$ cat src/hdl/afc_pkg.sv
// Package for the affine cipher symbol block: widths, payload structs,
// register index codes and the sequencer state type. No dependencies.
package afc_pkg;

  localparam int SYMBOL_BITS = 8;                 // symbol index width, 5..16
  localparam int KEY_W       = 8;                 // key_a and key_b width
  localparam int ALPH_W      = 9;                 // alphabet_size width
  localparam int CFG_W       = ALPH_W;            // widest register
  localparam int RES_W       = SYMBOL_BITS;       // residue width
  localparam int MOD_W       = SYMBOL_BITS + 1;   // modulus width, holds 2^SYMBOL_BITS
  localparam int CMP_W       = (ALPH_W > MOD_W) ? ALPH_W : MOD_W;
  localparam int STEP_MAX    = (KEY_W > MOD_W) ? KEY_W : MOD_W;
  localparam int CNT_W       = $clog2(STEP_MAX);

  localparam logic [MOD_W-1:0] MOD_MAX = MOD_W'(1) << SYMBOL_BITS;

  localparam logic [1:0] REG_KEY_A    = 2'd0;
  localparam logic [1:0] REG_KEY_B    = 2'd1;
  localparam logic [1:0] REG_ALPHABET = 2'd2;

  localparam logic KIND_ENCRYPT = 1'b0;
  localparam logic KIND_DECRYPT = 1'b1;

  typedef struct packed {
    logic             kind;
    logic [RES_W-1:0] symbol;
  } afc_in_t;

  typedef struct packed {
    logic [RES_W-1:0] coded_symbol;
    logic             key_error;
  } afc_out_t;

  typedef enum logic [2:0] {
    ST_IDLE,
    ST_REDUCE,
    ST_ROUTE,
    ST_EUC,
    ST_DIV,
    ST_UPD,
    ST_MUL,
    ST_FIN
  } afc_state_t;

endpackage

$ cat src/hdl/affine_cipher_symbol.sv
// Affine cipher on one alphabet symbol index, bit-serial datapath.
// Depends on afc_pkg (widths, payload structs, register codes, state type).
//
//  channel | ports                          | direction | transfer when
//  --------+--------------------------------+-----------+----------------------
//  input   | in_valid, in_ready, in_data    | in        | in_valid & in_ready
//  result  | out_valid, out_ready, out_data | out       | out_valid & out_ready
//  config  | cfg_valid, cfg_ready,          | in        | cfg_valid & cfg_ready
//          | cfg_index, cfg_data            |           |
//
// Encrypt runs from transfer to result through these states in order: REDUCE
// reduces key_a and key_b mod m one bit a cycle, ROUTE routes, MUL runs the
// shift-and-add modular multiplier and FIN writes the result register; after
// that write the sequencer is idle and can take the next transfer. Decrypt
// with a held inverse takes the same path; with a held key error it skips the
// multiplier. The first decrypt after a key_a or alphabet_size write adds the
// extended Euclid inverse: each quotient step is a restoring division in
// ST_DIV framed by ST_EUC and ST_UPD (at most about a dozen steps), and a final
// ST_EUC and a return to ST_ROUTE close it out. The inverse is then held until
// the next such write. Reset is synchronous and active low; it restores the
// keys to 1/0/26, drops the held inverse and empties the result register. A
// stalled result register does not block the next input transfer; only the
// final write of the following item waits for it. Configuration is taken only
// while the sequencer is idle, and in_ready drops while a configuration write
// is offered.
module affine_cipher_symbol (
  input  logic                           clk,
  input  logic                           rst_n,
  input  logic                           in_valid,
  output logic                           in_ready,
  input  afc_pkg::afc_in_t               in_data,
  output logic                           out_valid,
  input  logic                           out_ready,
  output afc_pkg::afc_out_t              out_data,
  input  logic                           cfg_valid,
  output logic                           cfg_ready,
  input  logic [1:0]                     cfg_index,
  input  logic [afc_pkg::CFG_W-1:0]      cfg_data
);

  localparam int RES_W = afc_pkg::RES_W;
  localparam int MOD_W = afc_pkg::MOD_W;
  localparam int KEY_W = afc_pkg::KEY_W;
  localparam int CNT_W = afc_pkg::CNT_W;

  // Shift one bit into a partial remainder and subtract the modulus once.
  function automatic logic [MOD_W-1:0] red_step(input logic [MOD_W-1:0] r,
                                                input logic b,
                                                input logic [MOD_W-1:0] m);
    logic [MOD_W:0] s;
    s = {r, b};
    if (s >= {1'b0, m}) s = s - {1'b0, m};
    return s[MOD_W-1:0];
  endfunction

  // One Horner step of a modular product: 2*acc + add, mod m.
  function automatic logic [RES_W-1:0] dbl_add(input logic [RES_W-1:0] acc,
                                               input logic [RES_W-1:0] add,
                                               input logic [MOD_W-1:0] m);
    logic [MOD_W-1:0] s;
    s = {acc, 1'b0};
    if (s >= m) s = s - m;
    s = s + MOD_W'(add);
    if (s >= m) s = s - m;
    return s[RES_W-1:0];
  endfunction

  function automatic logic [RES_W-1:0] add_mod(input logic [RES_W-1:0] a,
                                               input logic [RES_W-1:0] b,
                                               input logic [MOD_W-1:0] m);
    logic [MOD_W-1:0] s;
    s = MOD_W'(a) + MOD_W'(b);
    if (s >= m) s = s - m;
    return s[RES_W-1:0];
  endfunction

  function automatic logic [RES_W-1:0] sub_mod(input logic [RES_W-1:0] a,
                                               input logic [RES_W-1:0] b,
                                               input logic [MOD_W-1:0] m);
    logic [MOD_W-1:0] s;
    if (a >= b) s = MOD_W'(a) - MOD_W'(b);
    else        s = MOD_W'(a) + m - MOD_W'(b);
    return s[RES_W-1:0];
  endfunction

  // Configuration registers
  logic [KEY_W-1:0]           key_a_r, key_b_r;
  logic [afc_pkg::ALPH_W-1:0] alph_r;

  // Sequencer
  afc_pkg::afc_state_t state_r, state_nxt;
  logic [CNT_W-1:0]    cnt_r;

  // Item and key reduction lanes
  logic             kind_r;
  logic [RES_W-1:0] x_r;
  logic [KEY_W-1:0] a_sh_r, b_sh_r;
  logic [MOD_W-1:0] ra_r, rb_r;

  // Euclid and bit-serial divider
  logic [MOD_W-1:0] r0_r, r1_r, rem_r, div_sh_r;
  logic [RES_W-1:0] t0_r, t1_r, qt_r;

  // Modular multiplier
  logic [RES_W-1:0] cand_r, addend_r, acc_r, mul_sh_r;
  logic             err_r;

  // Held inverse of key_a mod m
  logic [RES_W-1:0] inv_r;
  logic             inv_err_r, inv_ok_r;

  // Result register
  logic              out_valid_r;
  afc_pkg::afc_out_t out_data_r;

  // Combinational helpers
  logic [MOD_W-1:0] m_eff;
  logic             drop;
  logic             cnt_done;
  logic [MOD_W:0]   rem_ext, rem_sub;
  logic             q_bit;
  logic [MOD_W-1:0] rem_step;
  logic [RES_W-1:0] qt_step;
  logic [RES_W-1:0] mul_step;
  logic             in_xfer, out_load, cfg_xfer;

  // Clamp the modulus to the symbol range.
  always_comb begin
    if (afc_pkg::CMP_W'(alph_r) > afc_pkg::CMP_W'(afc_pkg::MOD_MAX)) begin
      m_eff = afc_pkg::MOD_MAX;
    end else begin
      m_eff = MOD_W'(alph_r);
    end
  end

  // Unknown character: drop it at the transfer.
  assign drop     = MOD_W'(in_data.symbol) >= m_eff;
  assign cnt_done = (cnt_r == '0);
  assign in_xfer  = in_valid && in_ready;
  assign cfg_xfer = cfg_valid && cfg_ready;

  // Restoring division step; quotient bits feed the q*t1 Horner sum.
  always_comb begin
    rem_ext  = {rem_r, div_sh_r[MOD_W-1]};
    rem_sub  = rem_ext - {1'b0, r1_r};
    q_bit    = (rem_ext >= {1'b0, r1_r});
    rem_step = q_bit ? rem_sub[MOD_W-1:0] : rem_ext[MOD_W-1:0];
    qt_step  = dbl_add(qt_r, q_bit ? t1_r : '0, m_eff);
    mul_step = dbl_add(acc_r, mul_sh_r[RES_W-1] ? cand_r : '0, m_eff);
  end

  // Next state
  always_comb begin
    state_nxt = state_r;
    unique case (state_r)
      afc_pkg::ST_IDLE: begin
        if (in_xfer && !drop) state_nxt = afc_pkg::ST_REDUCE;
      end
      afc_pkg::ST_REDUCE: begin
        if (cnt_done) state_nxt = afc_pkg::ST_ROUTE;
      end
      afc_pkg::ST_ROUTE: begin
        if (kind_r == afc_pkg::KIND_ENCRYPT) begin
          state_nxt = afc_pkg::ST_MUL;
        end else if (!inv_ok_r) begin
          state_nxt = afc_pkg::ST_EUC;
        end else if (inv_err_r) begin
          state_nxt = afc_pkg::ST_FIN;
        end else begin
          state_nxt = afc_pkg::ST_MUL;
        end
      end
      afc_pkg::ST_EUC: begin
        state_nxt = (r1_r == '0) ? afc_pkg::ST_ROUTE : afc_pkg::ST_DIV;
      end
      afc_pkg::ST_DIV: begin
        if (cnt_done) state_nxt = afc_pkg::ST_UPD;
      end
      afc_pkg::ST_UPD: begin
        state_nxt = afc_pkg::ST_EUC;
      end
      afc_pkg::ST_MUL: begin
        if (cnt_done) state_nxt = afc_pkg::ST_FIN;
      end
      afc_pkg::ST_FIN: begin
        if (!out_valid_r || out_ready) state_nxt = afc_pkg::ST_IDLE;
      end
      default: state_nxt = afc_pkg::ST_IDLE;
    endcase
  end

  // Handshake outputs; a pending configuration write goes first.
  always_comb begin
    in_ready  = (state_r == afc_pkg::ST_IDLE) && !cfg_valid;
    cfg_ready = (state_r == afc_pkg::ST_IDLE);
    out_load  = (state_r == afc_pkg::ST_FIN) && (!out_valid_r || out_ready);
  end

  assign out_valid = out_valid_r;
  assign out_data  = out_data_r;

  // Control registers
  always_ff @(posedge clk) begin
    if (!rst_n) begin
      state_r     <= afc_pkg::ST_IDLE;
      out_valid_r <= 1'b0;
      inv_ok_r    <= 1'b0;
      key_a_r     <= KEY_W'(1);
      key_b_r     <= '0;
      alph_r      <= afc_pkg::ALPH_W'(26);
    end else begin
      state_r <= state_nxt;
      // Drop the result once taken; a new one may land in the same cycle.
      if (out_load) begin
        out_valid_r <= 1'b1;
      end else if (out_ready) begin
        out_valid_r <= 1'b0;
      end
      if (state_r == afc_pkg::ST_EUC && r1_r == '0) inv_ok_r <= 1'b1;
      if (cfg_xfer) begin
        unique case (cfg_index)
          afc_pkg::REG_KEY_A: begin
            key_a_r  <= cfg_data[KEY_W-1:0];
            inv_ok_r <= 1'b0;
          end
          afc_pkg::REG_KEY_B: begin
            key_b_r <= cfg_data[KEY_W-1:0];
          end
          afc_pkg::REG_ALPHABET: begin
            alph_r   <= cfg_data;
            inv_ok_r <= 1'b0;
          end
          default: ;
        endcase
      end
    end
  end

  // Datapath
  always_ff @(posedge clk) begin
    unique case (state_r)
      afc_pkg::ST_IDLE: begin
        if (in_xfer) begin
          kind_r <= in_data.kind;
          x_r    <= in_data.symbol;
          a_sh_r <= key_a_r;
          b_sh_r <= key_b_r;
          ra_r   <= '0;
          rb_r   <= '0;
          cnt_r  <= CNT_W'(KEY_W - 1);
        end
      end
      afc_pkg::ST_REDUCE: begin
        // Reduce both keys mod m, one bit a cycle, MSB first.
        ra_r   <= red_step(ra_r, a_sh_r[KEY_W-1], m_eff);
        rb_r   <= red_step(rb_r, b_sh_r[KEY_W-1], m_eff);
        a_sh_r <= a_sh_r << 1;
        b_sh_r <= b_sh_r << 1;
        cnt_r  <= cnt_r - CNT_W'(1);
      end
      afc_pkg::ST_ROUTE: begin
        acc_r <= '0;
        err_r <= 1'b0;
        cnt_r <= CNT_W'(RES_W - 1);
        if (kind_r == afc_pkg::KIND_ENCRYPT) begin
          cand_r   <= ra_r[RES_W-1:0];
          mul_sh_r <= x_r;
          addend_r <= rb_r[RES_W-1:0];
        end else if (!inv_ok_r) begin
          // Start extended Euclid with t tracked mod m.
          r0_r <= m_eff;
          r1_r <= ra_r;
          t0_r <= '0;
          t1_r <= (m_eff == MOD_W'(1)) ? '0 : RES_W'(1);
        end else begin
          cand_r   <= inv_r;
          mul_sh_r <= sub_mod(x_r, rb_r[RES_W-1:0], m_eff);
          addend_r <= '0;
          err_r    <= inv_err_r;
        end
      end
      afc_pkg::ST_EUC: begin
        if (r1_r == '0) begin
          inv_r     <= t0_r;
          inv_err_r <= (r0_r != MOD_W'(1));
        end else begin
          div_sh_r <= r0_r;
          rem_r    <= '0;
          qt_r     <= '0;
          cnt_r    <= CNT_W'(MOD_W - 1);
        end
      end
      afc_pkg::ST_DIV: begin
        rem_r    <= rem_step;
        qt_r     <= qt_step;
        div_sh_r <= div_sh_r << 1;
        cnt_r    <= cnt_r - CNT_W'(1);
      end
      afc_pkg::ST_UPD: begin
        r0_r <= r1_r;
        r1_r <= rem_r;
        t0_r <= t1_r;
        t1_r <= sub_mod(t0_r, qt_r, m_eff);
      end
      afc_pkg::ST_MUL: begin
        acc_r    <= mul_step;
        mul_sh_r <= mul_sh_r << 1;
        cnt_r    <= cnt_r - CNT_W'(1);
      end
      afc_pkg::ST_FIN: begin
        if (out_load) begin
          out_data_r.coded_symbol <= err_r ? '0 : add_mod(acc_r, addend_r, m_eff);
          out_data_r.key_error    <= err_r;
        end
      end
      default: ;
    endcase
  end

  // A dropped symbol must leave the sequencer idle.
  a_drop_idle: assert property (@(posedge clk) disable iff (!rst_n)
    (in_xfer && drop) |=> (state_r == afc_pkg::ST_IDLE))
    else $error("dropped symbol started the sequencer");

  // Euclid remainders shrink strictly.
  a_euc_order: assert property (@(posedge clk) disable iff (!rst_n)
    (state_r == afc_pkg::ST_EUC) |-> (r1_r < r0_r))
    else $error("Euclid remainder not below divisor");

  // Multiplier accumulator stays a residue.
  a_acc_range: assert property (@(posedge clk) disable iff (!rst_n)
    (state_r == afc_pkg::ST_MUL || state_r == afc_pkg::ST_FIN) |->
      (MOD_W'(acc_r) < m_eff))
    else $error("accumulator out of residue range");

  // A flagged result carries symbol zero.
  a_err_zero: assert property (@(posedge clk) disable iff (!rst_n)
    (out_valid_r && out_data_r.key_error) |-> (out_data_r.coded_symbol == '0))
    else $error("key error with nonzero symbol");

endmodule
$ cat config.mk
export PLATFORM = sky130hd
export DESIGN_NAME = affine_cipher_symbol
export DESIGN_NICKNAME = d
export VERILOG_FILES = /design/src/hdl/afc_pkg.sv /design/src/hdl/affine_cipher_symbol.sv
export SDC_FILE = /design/constraint.sdc
export NUM_CORES = 1
export LEC_CHECK = 0
export BUFFER_PORTS_ARGS = -buffer_cell sky130_fd_sc_hd__buf_2
export CAP_MARGIN = 5
export CORE_ASPECT_RATIO = 0.8
export CORE_MARGIN = 2
export CORE_UTILIZATION = 50
export DETAILED_ROUTE_END_ITERATION = 8
export PLACE_DENSITY = 0.76
export SETUP_SLACK_MARGIN = 0.02
export SLEW_MARGIN = 20
export SYNTH_ARGS = -nofsm -noshare
export SYNTH_HDL_FRONTEND = slang
export SYNTH_SLANG_ARGS = --single-unit
export TNS_END_PERCENT = 20
$ cat constraint.sdc
create_clock -name clk -period 11.5 [get_ports clk]
set_clock_uncertainty 0.15 [all_clocks]
set_input_delay 0.575 -clock clk [delete_from_list [all_inputs] [get_ports clk]]
set_output_delay 0.575 -clock clk [all_outputs]
set_load 0.01 [all_outputs]
* Word level (Yosys, flattened, before mapping)
Cells that the tools add are included.
** Word-level totals
- Register bits :: 188
- Input bits :: 25
- Word-level logic and storage cells :: 182
** Operators by class
- Equal/unequal tests :: 22
- Reductions and logical operators :: 36
- Add/subtract/negate cells :: 18
- Order comparisons :: 12
- Multiplexer cells :: 65
** Operator list (count)
- 2-to-1 mux 8 bit :: 20
- 2-to-1 mux 9 bit :: 13
- one-hot mux 8 bit (2 select lines) :: 7
- one-hot mux 9 bit (2 select lines) :: 6
- subtractor 8 bit :: 7
- greater-or-equal comparator 9 bit :: 5
- subtractor 9 bit :: 5
- greater-or-equal comparator 10 x 9 -> 1 bit :: 3
- 2-to-1 mux 3 bit :: 8
- one-hot mux 3 bit (8 select lines) :: 1
- AND reduction 2 bit :: 11
- adder 9 x 8 -> 9 bit :: 2
- adder 8 bit :: 2
- greater-or-equal comparator 8 bit :: 2
- one-hot mux 4 bit (4 select lines) :: 1
- inequality test 2 bit (second input constant) :: 7
- == test 3 bit (second input constant) :: 4
- nonzero test 2 bit :: 5
- adder 8 x 8 -> 9 bit :: 1
- == test 9 x 1 -> 1 bit (second input constant) :: 1
- greater-or-equal comparator 8 x 9 -> 1 bit :: 1
- > comparator 9 bit (second input constant) :: 1
- zero test 9 bit :: 1
- inequality test 9 x 1 -> 1 bit (second input constant) :: 1
- other kinds (20) :: 38

* Logic depth before layout (Yosys ltp)
Gate-level depths: netlist of run 1.
- Depth after elaboration :: 8
- Gate-level depth with buffers :: 24
- Depth with buffers taken out :: 22

* Least setup slack after synthesis of run 1
No wires, ideal clock.
- Kind :: reg2reg
- Start :: register alph_r[8] (netlist bit)
- End :: register acc_r[0], data pin
- Data arrival time :: 5545 ps
- Library setup time :: 283 ps
- Path buffers :: 2
- Required time :: 11067 ps
- Setup slack :: 5522 ps
- Cell stages (with the launch flop) :: 25
- Clock period less this slack :: 5978 ps
- Cell sequence :: dfxtp_1 -> clkinv_1 -> nand2_1 -> ha_1 -> ha_1 -> a2111oi_2 -> o21bai_1 -> a311oi_4 -> buf_4 -> nor2_1 -> ha_1 -> fa_1 -> a21o_1 -> a21oi_1 -> o21ai_0 -> a21o_1 -> a21oi_1 -> xor2_1 -> ha_1 -> a21oi_1 -> o21ai_0 -> or4_4 -> buf_6 -> a21oi_1 -> a311oi_1
** Between the ends
- Word-level cells in the longest chain between the ends :: 8
- Elaborated cells between the ends (all ways) :: 10
** Ends and longest elaborated chain
- start: declaration :: RTL line affine_cipher_symbol.sv:88 : logic [afc_pkg::ALPH_W-1:0] alph_r;
- start signal: assignment :: RTL line affine_cipher_symbol.sv:210 : alph_r <= afc_pkg::ALPH_W'(26);
- start signal: assignment :: RTL line affine_cipher_symbol.sv:230 : alph_r <= cfg_data;
- > comparator 9 bit :: RTL line affine_cipher_symbol.sv:129 : if (afc_pkg::CMP_W'(alph_r) > afc_pkg::CMP_W'(afc_pkg::MOD_MAX)) begin
- 2-to-1 mux 9 bit (*) :: RTL line affine_cipher_symbol.sv:129
- subtractor 9 bit or greater-or-equal comparator 9 bit (tied branches) :: RTL line affine_cipher_symbol.sv:62 : if (s >= m) s = s - m;
- 2-to-1 mux 9 bit :: RTL line affine_cipher_symbol.sv:62
- adder 9 x 8 -> 9 bit :: RTL line affine_cipher_symbol.sv:63 : s = s + MOD_W'(add);
- subtractor 8 bit or greater-or-equal comparator 9 bit (tied branches) :: RTL line affine_cipher_symbol.sv:64 : if (s >= m) s = s - m;
- 2-to-1 mux 8 bit (*) :: RTL line affine_cipher_symbol.sv:64
- one-hot mux 8 bit (2 select lines) (*) :: RTL line affine_cipher_symbol.sv:241 : unique case (state_r)
- end signal: assignment :: RTL line affine_cipher_symbol.sv:306 : acc_r <= mul_step;
- end: declaration :: RTL line affine_cipher_symbol.sv:105 : logic [RES_W-1:0] cand_r, addend_r, acc_r, mul_sh_r;
Mark *: on every way between the ends. The rest lies on a longest branch, timed or not.
A chain may end at the register's enable or synchronous reset.

* Worst setup path after layout of run 1
- Start :: register alph_r[8] (netlist bit)
- End :: register acc_r[5], data pin
The elaborated chain is that of the path after synthesis.

==> flow_metrics.tcl, run 1 <==
set metrics [dict create \
    status "finished clean" \
    synth_seq_cells 188 \
    syn-cell-area_mm2 0.0142 \
    worstPathRequired_ps 11620 \
    syn_to_final_growth_pct 8.76 \
    synth_edf_count 158 \
    cp_data_arrival_time_ps 7120 \
    yosysSeqAreaShare 0.376 \
    initial_core_util 0.505 \
    detail_route.iter0.violations 1112 \
    clkSlewWorstSetupHoldPaths_ps 80 \
    hp-class "input port to flip-flop" \
    slew_headroom 0.260 \
    report.final.slew_viol_count 0 \
    synth_flop_cell "edfxtp_1" \
    drive_gt1_frac 0.0794 \
    tightest_slew_ps 1110 \
    p_int_mw 1.53 \
    critPathKind "flip-flop to flip-flop" \
    antenna_cells 0 \
    cts_htree_levels 4 \
    cts.repair.resized 0 \
    tns_ps 0 \
    crit_path_frequent_cell "a21oi_1" \
    syn_inst 1510 \
    p_clk_frac 0.237 \
    cts.sinks 188 \
    cp_max_fo 16 \
    nets 1740 \
    syn_nets 1701 \
    wl_per_cell_um 19.3 \
    end_kind "flip-flop" \
    gp_congestion 0.959 \
    portBuffers 36 \
    cts_inserted_buffers 17 \
    start_kind "flip-flop" \
    grt_pass1_vias 11100 \
    p_total_mw 2.51 \
    grt_pass1_wl_mm 59.3 \
    drc 0 \
    cp_cell_sequence "clkinv_1 > nand2_1 > buf_4 > ha_1 > ha_1 > a2111oi_2 > o21bai_1 > a311oi_4 > mux2_2 > fa_1 > a21o_1 > a21oi_1 > o21ai_0 > a21o_1 > a21oi_1 > xor2_1 > ha_1 > a21oi_1 > o21ai_0 > nor4_1 > o21ai_0 > a21oi_1" \
    power.switching_uw 980 \
    yosysWarnings 0 \
    grt_usage 0.258 \
    fin_crit_ps 7000 \
    viasPerCell 5.98 \
    core_area_mm2 0.0281 \
    seq_power_share 0.339 \
    drt_first_pass_iters 6 \
    power_frac_comb 0.423 \
    antenna_found_initial 1 \
    finalHoldViolations 0 \
    dr_total_vias 11600 \
    grt_max_degree 39 \
    p_leak_nw 6.42 \
    yosysUniqueCellTypes 81 \
    overflow 0 \
    cts_hold_repair.buffers 0 \
    syn_area_per_cell_um2 9.41 \
    cp_slowest_cell "nor4_1" \
    dieArea_mm2 0.0298 \
    row_count 55 \
    cts_buffer_depth 2 \
    rsz0062_at_grt "no" \
    ys_async_sr_fraction 0 \
    vdd_drop_max_uv 124 \
    fin_crit_sh 0.609 \
    clockRootBuffer "clkbuf_16" \
    hold_ws_ps 154 \
    dp_hpwl_mm 27.7 \
    cap_violations 0 \
    swShare 0.391 \
    clkLatencyLatePin_ps 450 \
    cts_setup_buffers 0 \
    max_freq_mhz 143 \
    cts_tree "built" \
    die_w_um 192 \
    setup_viol 0 \
    ant_nets 0 \
    wl_mm 37.3 \
    cpPeakStageDelay_ps 770 \
    ios 37 \
    die_h_um 155 \
    power_density_mw_per_mm2 162 \
    reg2reg_slack_ps 4500 \
]
==> Yosys cell counts, drive strengths merged, types with 7 or more instances <==
cell type  number  share of area
and3            7         0.0031
edfxtp        158           0.33
o21bai         10         0.0053
dfxtp          30          0.042
o21ai         111          0.040
a211oi         13         0.0069
xnor2          46          0.028
buf             7         0.0032
ha            139           0.12
xor2           29          0.018
fa             27          0.038
or2            10         0.0044
o21a           21          0.011
nor3           45          0.016
nand2b         11         0.0054
nor4            7         0.0031
o211ai         15         0.0079
nand4           7         0.0031
nor2          126          0.033
o31a            7         0.0043
clkbuf         27         0.0072
or3             9         0.0040
nor2b          22          0.010
a21o           30          0.016
nand2         159          0.042
inv           112          0.030
mux2i          43          0.030
a21oi         101          0.036
nand3          49          0.017
mux2           11         0.0087
and2           34          0.015
==> area by class of cell <==
class / count / area, µm²
fill: 2449 / 12700
multi-input combinational: 1174 / 8310
sequential: 188 / 5350
tap: 370 / 463
inverter: 114 / 429
clock buffer: 17 / 425
timing repair buffer: 54 / 315
clock inverter: 15 / 155
==> state kept, by name (all words and copies together) (netlist names), 9 cells and up <==
signal    flops
alph_r        9
div_sh_r      9
out_data      9
r0_r          9
r1_r          9
ra_r          9
rb_r          9
rem_r         9
==> layer usage <==
| metal | vias to the layer above | track usage | share of wire |
|---|---|---|---|
| li1 | 5548 | - | - |
| met1 | 5523 | 0.370 | 0.46 |
| met2 | 434 | 0.377 | 0.43 |
| met3 | 53 | 0.0756 | 0.091 |
| met4 | 0 | 0.0738 | 0.018 |
| met5 | - | 0 | 0 |
==> worst paths after layout <==
check | start | to | depth (start not counted)
worst max-delay path | alph_r[8] | acc_r[5] | 22
worst max register to register | alph_r[8] | acc_r[5] | 22
worst min-delay path | in_data[8] | kind_r | 1
worst min register to register | key_a_r[0] | key_a_r[0] | 2
==> power groups by stage <==
stage                     combinational [mW]  sequential, mW  clock, mW
after detailed placement                1.03           0.864          0
after CTS                               1.04           0.849      0.600
after global routing                    1.18           0.856      0.623
after global placement                  1.00           0.864          0
after floorplan                        0.808           0.846          0
final                                   1.06           0.850      0.595
==> cell usage in the layout, fill, tap and decap left out, drive strengths merged, types with 6 or more instances in the layout <==
cell type | synthesis | layout
clkinv | 2 | 7
edfxtp | 158 | 158
nor3 | 45 | 45
o211ai | 15 | 15
buf | 7 | 54
a21oi | 101 | 101
o21ai | 111 | 111
nand2b | 11 | 11
mux2i | 43 | 43
a31oi | 6 | 6
and3 | 7 | 7
o21a | 21 | 21
a21boi | 6 | 6
or3 | 9 | 9
clkbuf | 27 | 17
nor4 | 7 | 7
o21bai | 10 | 10
nand2 | 159 | 159
xnor2 | 46 | 46
nand4 | 7 | 7
o31a | 7 | 7
fa | 27 | 27
nor2 | 126 | 126
nor2b | 22 | 22
and2 | 34 | 34
dfxtp | 30 | 30
a21o | 30 | 30
ha | 139 | 139
mux2 | 11 | 11
nand3 | 49 | 49
inv | 112 | 119
xor2 | 29 | 29
a211oi | 13 | 13
a221oi | 6 | 6
or2 | 10 | 10
==> worst max-delay path, delay by kind of cell (launching register included) <==
kind | cells | cell delay [ps]
compound gates | 12 | 2720
fa+ha+maj | 4 | 1270
simple gates | 2 | 920
buf+inv | 2 | 730
mux | 1 | 450
flops | 1 | 410
xor+xnor | 1 | 170
==> metrics by stage <==
| step | setup slack [ps] | instances | instance area [µm²] | utilization |
|---|---|---|---|---|
| final | 4500 | 1932 | 15400 | 0.549 |
| after global routing | 3980 | 1932 | 15400 | 0.549 |
| after CTS | 4700 | 1932 | 15400 | 0.549 |
| after detailed placement | 4740 | 1900 | 14900 | 0.528 |
| after global placement | 4890 | 1900 | 14900 | 0.528 |
| after floorplan | 5520 | 1510 | 14200 | - |
==> cells by family after synthesis <==
group                      count (synthesis)  synth area share
AOI/OAI and AO/OA                        373             0.169
buffers and inverters                    148            0.0406
and+or+nand+nor                          506             0.169
adders and majority gates                166             0.161
DFF                                      188             0.376
xor gates and xnor gates                  75            0.0462
muxes                                     54            0.0390
Power figures use the tool's default switching activity.
==> inputs of run 2 (changes only) <==
--- a/config.mk
+++ b/config.mk
@@ -11,7 +11,7 @@
 export CORE_MARGIN = 2
 export CORE_UTILIZATION = 50
 export DETAILED_ROUTE_END_ITERATION = 8
-export PLACE_DENSITY = 0.76
+export PLACE_DENSITY = 0.79
 export SETUP_SLACK_MARGIN = 0.02
 export SLEW_MARGIN = 20
 export SYNTH_ARGS = -nofsm -noshare
==> constraint.sdc (replaced) <==
create_clock -name clk -period 6.2 [get_ports clk]
set_clock_uncertainty 0.15 [all_clocks]
set_input_delay 0.31 -clock clk [delete_from_list [all_inputs] [get_ports clk]]
set_output_delay 0.31 -clock clk [all_outputs]
set_load 0.01 [all_outputs]
==> run 2 against run 1 <==
  * Worst hold slack got worse by 150 ps
  * Maximum frequency increased by 20%
  * Wire length increased by 2.2%
  * Final cell count increased by 1.1%
  * Non-clock buffer count increased by 21
  * Global-route usage increased by 0.24 points
  * Register-to-register slack got worse by 4100 ps
  * Sequential share of layout area decreased by 0.37 points
  * Clock power increased by 75%
  * Setup slack got worse by 4100 ps
  * First-iteration DRC count increased by 39%
  * Sequential power increased by 86%
==> flow_metrics.tcl, run 2 (same netlist as run 1, synthesis figures left out) <==
set metrics [dict create \
    clkSlewWorstSetupHoldPaths_ps 70 \
    wl_per_cell_um 19.5 \
    max_freq_mhz 172 \
    r2r_start "alph_r[8]" \
    cts_htree_levels 4 \
    p_total_mw 4.64 \
    clkLatencyLatePin_ps 450 \
    end_kind "flip-flop" \
    report.final.slew_viol_count 0 \
    antenna_cells 0 \
    p_leak_nw 6.51 \
    power_density_mw_per_mm2 297 \
    slew_headroom 0.282 \
    grt_pass1_vias 11200 \
    power_frac_comb 0.435 \
    die_w_um 192 \
    syn_to_final_growth_pct 10.0 \
    power.switching_mw 1.80 \
    crit_path_frequent_cell "a21oi_1" \
    fin_util 0.555 \
    antenna_found_initial 0 \
    grt_max_degree 39 \
    status "finished clean" \
    cpPeakStageDelay_ps 570 \
    layout_commonest_cell "nand2_1" \
    critPathKind "flip-flop to flip-flop" \
    cp_cell_sequence "clkinvlp_4 > nand2_1 > ha_1 > nand2_1 > o21ai_2 > o21ai_0 > a21oi_1 > mux2_2 > fa_1 > a21o_1 > a21oi_1 > o21ai_0 > a21o_1 > a21oi_1 > xor2_1 > ha_1 > nand3_1 > o41a_1 > a21oi_1 > nor3_1" \
    critical_path.top_delay_family "compound AO/OA/AOI/OAI gates" \
    core_area_mm2 0.0281 \
    cts_inserted_buffers 17 \
    cts.sinks 188 \
    cap_violations 0 \
    worstPathRequired_ps 6200 \
    portBuffers 36 \
    row_count 55 \
    vdd_drop_max_uv 257 \
    cp.buffers_inverters 1 \
    overflow 0 \
    p_clk_frac 0.225 \
    fin_crit_sh 0.938 \
    tightest_slew_ps 1070 \
    ant_nets 0 \
    initial_core_util 0.505 \
    ios 37 \
    dr_total_vias 12000 \
    drt_first_pass_iters 6 \
    wl_mm 38.1 \
    nets 1762 \
    multi_input_area_mm2 0.00831 \
    viasPerCell 6.16 \
    p_int_mw 2.84 \
    regArea_mm2 0.00535 \
    rsz0062_at_grt "no" \
    swShare 0.388 \
    grt_usage 0.260 \
    cts_tree "built" \
    drc 0 \
    dp_hpwl_mm 28.7 \
    start_kind "flip-flop" \
    tns_ps 0 \
    cp_data_arrival_time_ps 5810 \
    drive_gt1_frac 0.0871 \
    clockRootBuffer "clkbuf_16" \
    seq_power_share 0.340 \
    grt_pass1_wl_mm 59.9 \
    cp_slowest_cell "a21oi_1" \
    final_cell_mix "nand2_1, edfxtp_1, ha_1" \
    cts_buffer_depth 2 \
    die_h_um 155 \
    detail_route.iter0.violations 1541 \
    cp_max_fo 8 \
    hp-class "input port to flip-flop" \
    fin_crit_ps 5810 \
    dieArea_mm2 0.0298 \
    crit_start "alph_r[8]" \
    finalHoldViolations 0 \
    gp_congestion 0.957 \
    fill_cells 2362 \
    hold_start "cfg_data[3]" \
    setup_viol 0 \
]
[run 2: changes by cell type in the layout (fill, tap and decap cells not counted), sizes merged]
cell / before / now
clkinv: 7 / 10
dlygate4sd3: 0 / 10
buf: 54 / 65
inv: 119 / 117
[run 2: power by group through the flow]
stage,Combinational (mW),Sequential [mW],Clock [mW]
2_1_floorplan,1.50,1.57,0
3_3_place_gp,1.87,1.60,0
3_5_place_dp,1.95,1.60,0
4_1_cts,1.97,1.58,1.05
5_1_grt,2.23,1.59,1.09
6_report,2.02,1.58,1.04
[run 2: area by class of cell]
type,instances,area share
tap,370,0.0296
inverter,114,0.0277
timing repair buffer,75,0.0334
clock inverter,15,0.00737
timing repair inverter,1,0.000320
multi-input combinational,1174,0.532
clock buffer,17,0.0272
sequential,188,0.342
[run 2: worst register-to-register path: stages, from the launching register on]
cell and delay (ps):
dfxtp_4 390, clkinvlp_4 140, nand2_1 240, ha_1 460, nand2_1 90, o21ai_2 230, o21ai_0 150, a21oi_1 570
mux2_2 440, fa_1 430, a21o_1 170, a21oi_1 200, o21ai_0 170, a21o_1 200, a21oi_1 160, xor2_1 90
ha_1 300, nand3_1 120, o41a_1 560, a21oi_1 200, nor3_1 60
[run 2: layer usage]
layer / vias to the layer above / global-route usage / wire length (µm)
li1: 5602 / - / -
met4: 0 / 0.0803 / 865
met2: 625 / 0.388 / 16500
met5: - / 0 / 0
met3: 70 / 0.0406 / 3670
met1: 5737 / 0.387 / 17200
[run 2: stage by stage]
stage | hold slack, ps | area [µm²] | std cells | worst slack [ps]
after floorplan | 222 | 14200 | 1510 | 222
after global placement | 296 | 14900 | 1906 | 270
after detailed placement | 322 | 14900 | 1906 | 95.9
after CTS | 1.93 | 15500 | 1948 | 33.7
after global routing | 29.6 | 15600 | 1954 | 26.4
final | 0.482 | 15600 | 1954 | 387
[run 2: path summary, 6_finish.rpt]
| check | endpoint | slack (ps) | cells after the start |
|---|---|---|---|
| setup / recovery | qt_r[2] | 390 | 20 |
| hold / removal | alph_r[3] | 0.5 | 3 |
| setup reg to reg | qt_r[2] | 390 | 20 |
| hold reg to reg | key_b_r[0] | 340 | 2 |
[run 2: timing repair]
action                                  CTS  global route
hold buffers                             10             0
setup buffers                             0             4
endpoints found under the setup margin    0            16
resized for setup                         0             7
endpoints found under the hold margin    13             0
==> inputs of run 3 (changes only) <==
--- a/config.mk
+++ b/config.mk
@@ -9,9 +9,9 @@
 export CAP_MARGIN = 5
 export CORE_ASPECT_RATIO = 0.8
 export CORE_MARGIN = 2
-export CORE_UTILIZATION = 50
+export CORE_UTILIZATION = 40
 export DETAILED_ROUTE_END_ITERATION = 8
-export PLACE_DENSITY = 0.79
+export PLACE_DENSITY = 0.67
 export SETUP_SLACK_MARGIN = 0.02
 export SLEW_MARGIN = 20
 export SYNTH_ARGS = -nofsm -noshare
==> run 3 against run 2 <==
  * Flip-flop and latch count unchanged
  * Maximum frequency about the same
  * Clock power up 9%
  * Global-route usage decreased by 5.4 points
  * Largest cell class unchanged
  * Critical endpoint is now acc_r[0]
  * Register-to-register slack about the same
  * Power up 1.2%
  * Via count shrank 3.4%
  * Clock-buffer cell count is 1 higher
==> flow_metrics.tcl, run 3 (same netlist as run 1, synthesis figures left out) <==
set metrics [dict create \
    cp_max_fo 14 \
    p_leak_nw 6.53 \
    drt_first_pass_iters 7 \
    cts_buffer_depth 2 \
    worstPathRequired_ps 6190 \
    r2r_start "alph_r[8]" \
    gp_congestion 0.956 \
    max_freq_mhz 172 \
    viasPerCell 5.65 \
    setup_viol 0 \
    ant_nets 0 \
    cts_inserted_buffers 17 \
    antenna_found_initial 2 \
    overflow 0 \
    die_w_um 215 \
    clockRootBuffer "clkbuf_16" \
    grt_pass1_vias 11000 \
    power_density_mw_per_mm2 297 \
    initial_core_util 0.407 \
    hp-class "input port to flip-flop" \
    die_h_um 173 \
    wl_mm 38.2 \
    drc 0 \
    grt_usage 0.206 \
    status "finished clean" \
    rsz0062_at_grt "no" \
    row_count 61 \
    tns_ps 0 \
    vdd_drop_max_uv 216 \
    holdPathStages 3 \
    ios 37 \
    cts_setup_buffers 0 \
    regToRegEndpoint "acc_r[0]" \
    tightest_slew_ps 1070 \
    antenna_cells 0 \
    reg2reg_slack_ps 380 \
    fin_crit_sh 0.938 \
    report.final.slew_viol_count 0 \
    end_kind "flip-flop" \
    syn_to_final_growth_pct 11.3 \
    nets 1761 \
    wl_per_cell_um 18.6 \
    cp_slowest_cell "or4_4" \
    hold_end "key_b_r[6]" \
    hold_start "cfg_data[6]" \
    start_kind "flip-flop" \
    cts.sinks 188 \
    cts_htree_levels 4 \
    final_cell_mix "nand2_1, edfxtp_1, ha_1" \
    dr_total_vias 11600 \
    fin_crit_ps 5820 \
    portBuffers 36 \
    drive_gt1_frac 0.0859 \
    crit_start "alph_r[8]" \
    clkSlewWorstSetupHoldPaths_ps 80 \
    detail_route.iter0.violations 1003 \
    grt_pass1_wl_mm 60.6 \
    core_area_mm2 0.0349 \
    slew_headroom 0.284 \
    dp_hpwl_mm 28.7 \
    clkLatencyLatePin_ps 450 \
    p_total_mw 4.70 \
    reg2reg_depth 23 \
    cap_violations 0 \
    cp_data_arrival_time_ps 5810 \
    cts_tree "built" \
    critPathKind "flip-flop to flip-flop" \
    dieArea_mm2 0.0370 \
    grt_max_degree 39 \
    cp_cell_sequence "inv_4 > nand2_1 > ha_1 > a21o_1 > or3_1 > and3_1 > a311oi_4 > buf_6 > nor2_1 > ha_1 > fa_1 > a21o_1 > a21oi_2 > o21ai_0 > a21o_1 > a21oi_1 > xor2_1 > ha_1 > a21oi_2 > o21ai_0 > or4_4 > a21oi_1 > a311oi_1" \
    finalHoldViolations 0 \
    cpPeakStageDelay_ps 520 \
]
[run 3: cell types whose count changed in the layout (fill, tap and decap cells not counted), moves of 2 or more]
cell | before | now
inv_12 | 0 | 2
clkinv_8 | 1 | 3
clkinv_1 | 2 | 0
clkinv_2 | 5 | 1
buf_4 | 27 | 23
dlygate4sd3_1 | 10 | 14
inv_8 | 1 | 3
[run 3: power breakdown]
part / switching, mW / internal (mW) / total, mW
Clock: 0.577 / 0.549 / 1.13
Combinational: 1.17 / 0.824 / 2.00
Sequential: 0.0851 / 1.50 / 1.58
[run 3: layout make-up]
class	count	area (µm²)
repair buffers	75	532
well taps	472	591
clock inverters	14	166
multi-input cells	1174	8320
fillers	3317	19100
inverters	114	432
flip-flops and latches	188	5350
clock buffers	18	429
[run 3: what timing repair did]
item | 4_1_cts | 5_1_grt
hold buffers | 14 | 0
setup endpoints to repair | 1 | 8
endpoints found under the hold margin | 15 | 0
resized for setup | 1 | 5
[run 3: stage by stage]
stage	area, µm²	worst slack (ps)	std cells	utilization	hold slack [ps]
3_5_place_dp	15000	123	2008	0.431	308
4_1_cts	15800	147	2054	0.452	0.448
6_report	15800	382	2055	0.453	12.7
5_1_grt	15800	94.6	2055	0.453	8.96
3_3_place_gp	15000	278	2008	0.431	298
2_1_floorplan	14200	222	1510	-	222
[run 3: worst max path at each step]
| stage | endpoint | slack (ps) | cells after the start |
|---|---|---|---|
| 3_5_place_dp | acc_r[2] | 120 | 23 |
| 2_1_floorplan | acc_r[0] | 220 | 24 |
| 4_1_cts | acc_r[0] | 150 | 23 |
| 6_report | acc_r[0] | 380 | 23 |
| 3_3_place_gp | acc_r[2] | 280 | 23 |
| 5_1_grt | acc_r[0] | 90 | 23 |
[run 3: layer usage]
layer / GRT usage / wire length, µm / part of all wire / vias to the layer above
li1: - / - / - / 5598
met5: 0 / 13 / 0.00034 / -
met2: 0.300 / 16100 / 0.42 / 393
met1: 0.308 / 18500 / 0.48 / 5578
met4: 0.0553 / 695 / 0.018 / 2
met3: 0.0442 / 2880 / 0.075 / 49
[run 3: critical path: cells and delay by family (launching register included)]
family | cells | cell delay, ps
AO/OA/AOI/OAI | 11 | 2020
XOR/XNOR | 1 | 190
adder cells (fa/ha/maj) | 4 | 1240
buffers and inverters | 2 | 330
flip-flops | 1 | 370
AND/OR/NAND/NOR | 5 | 1220
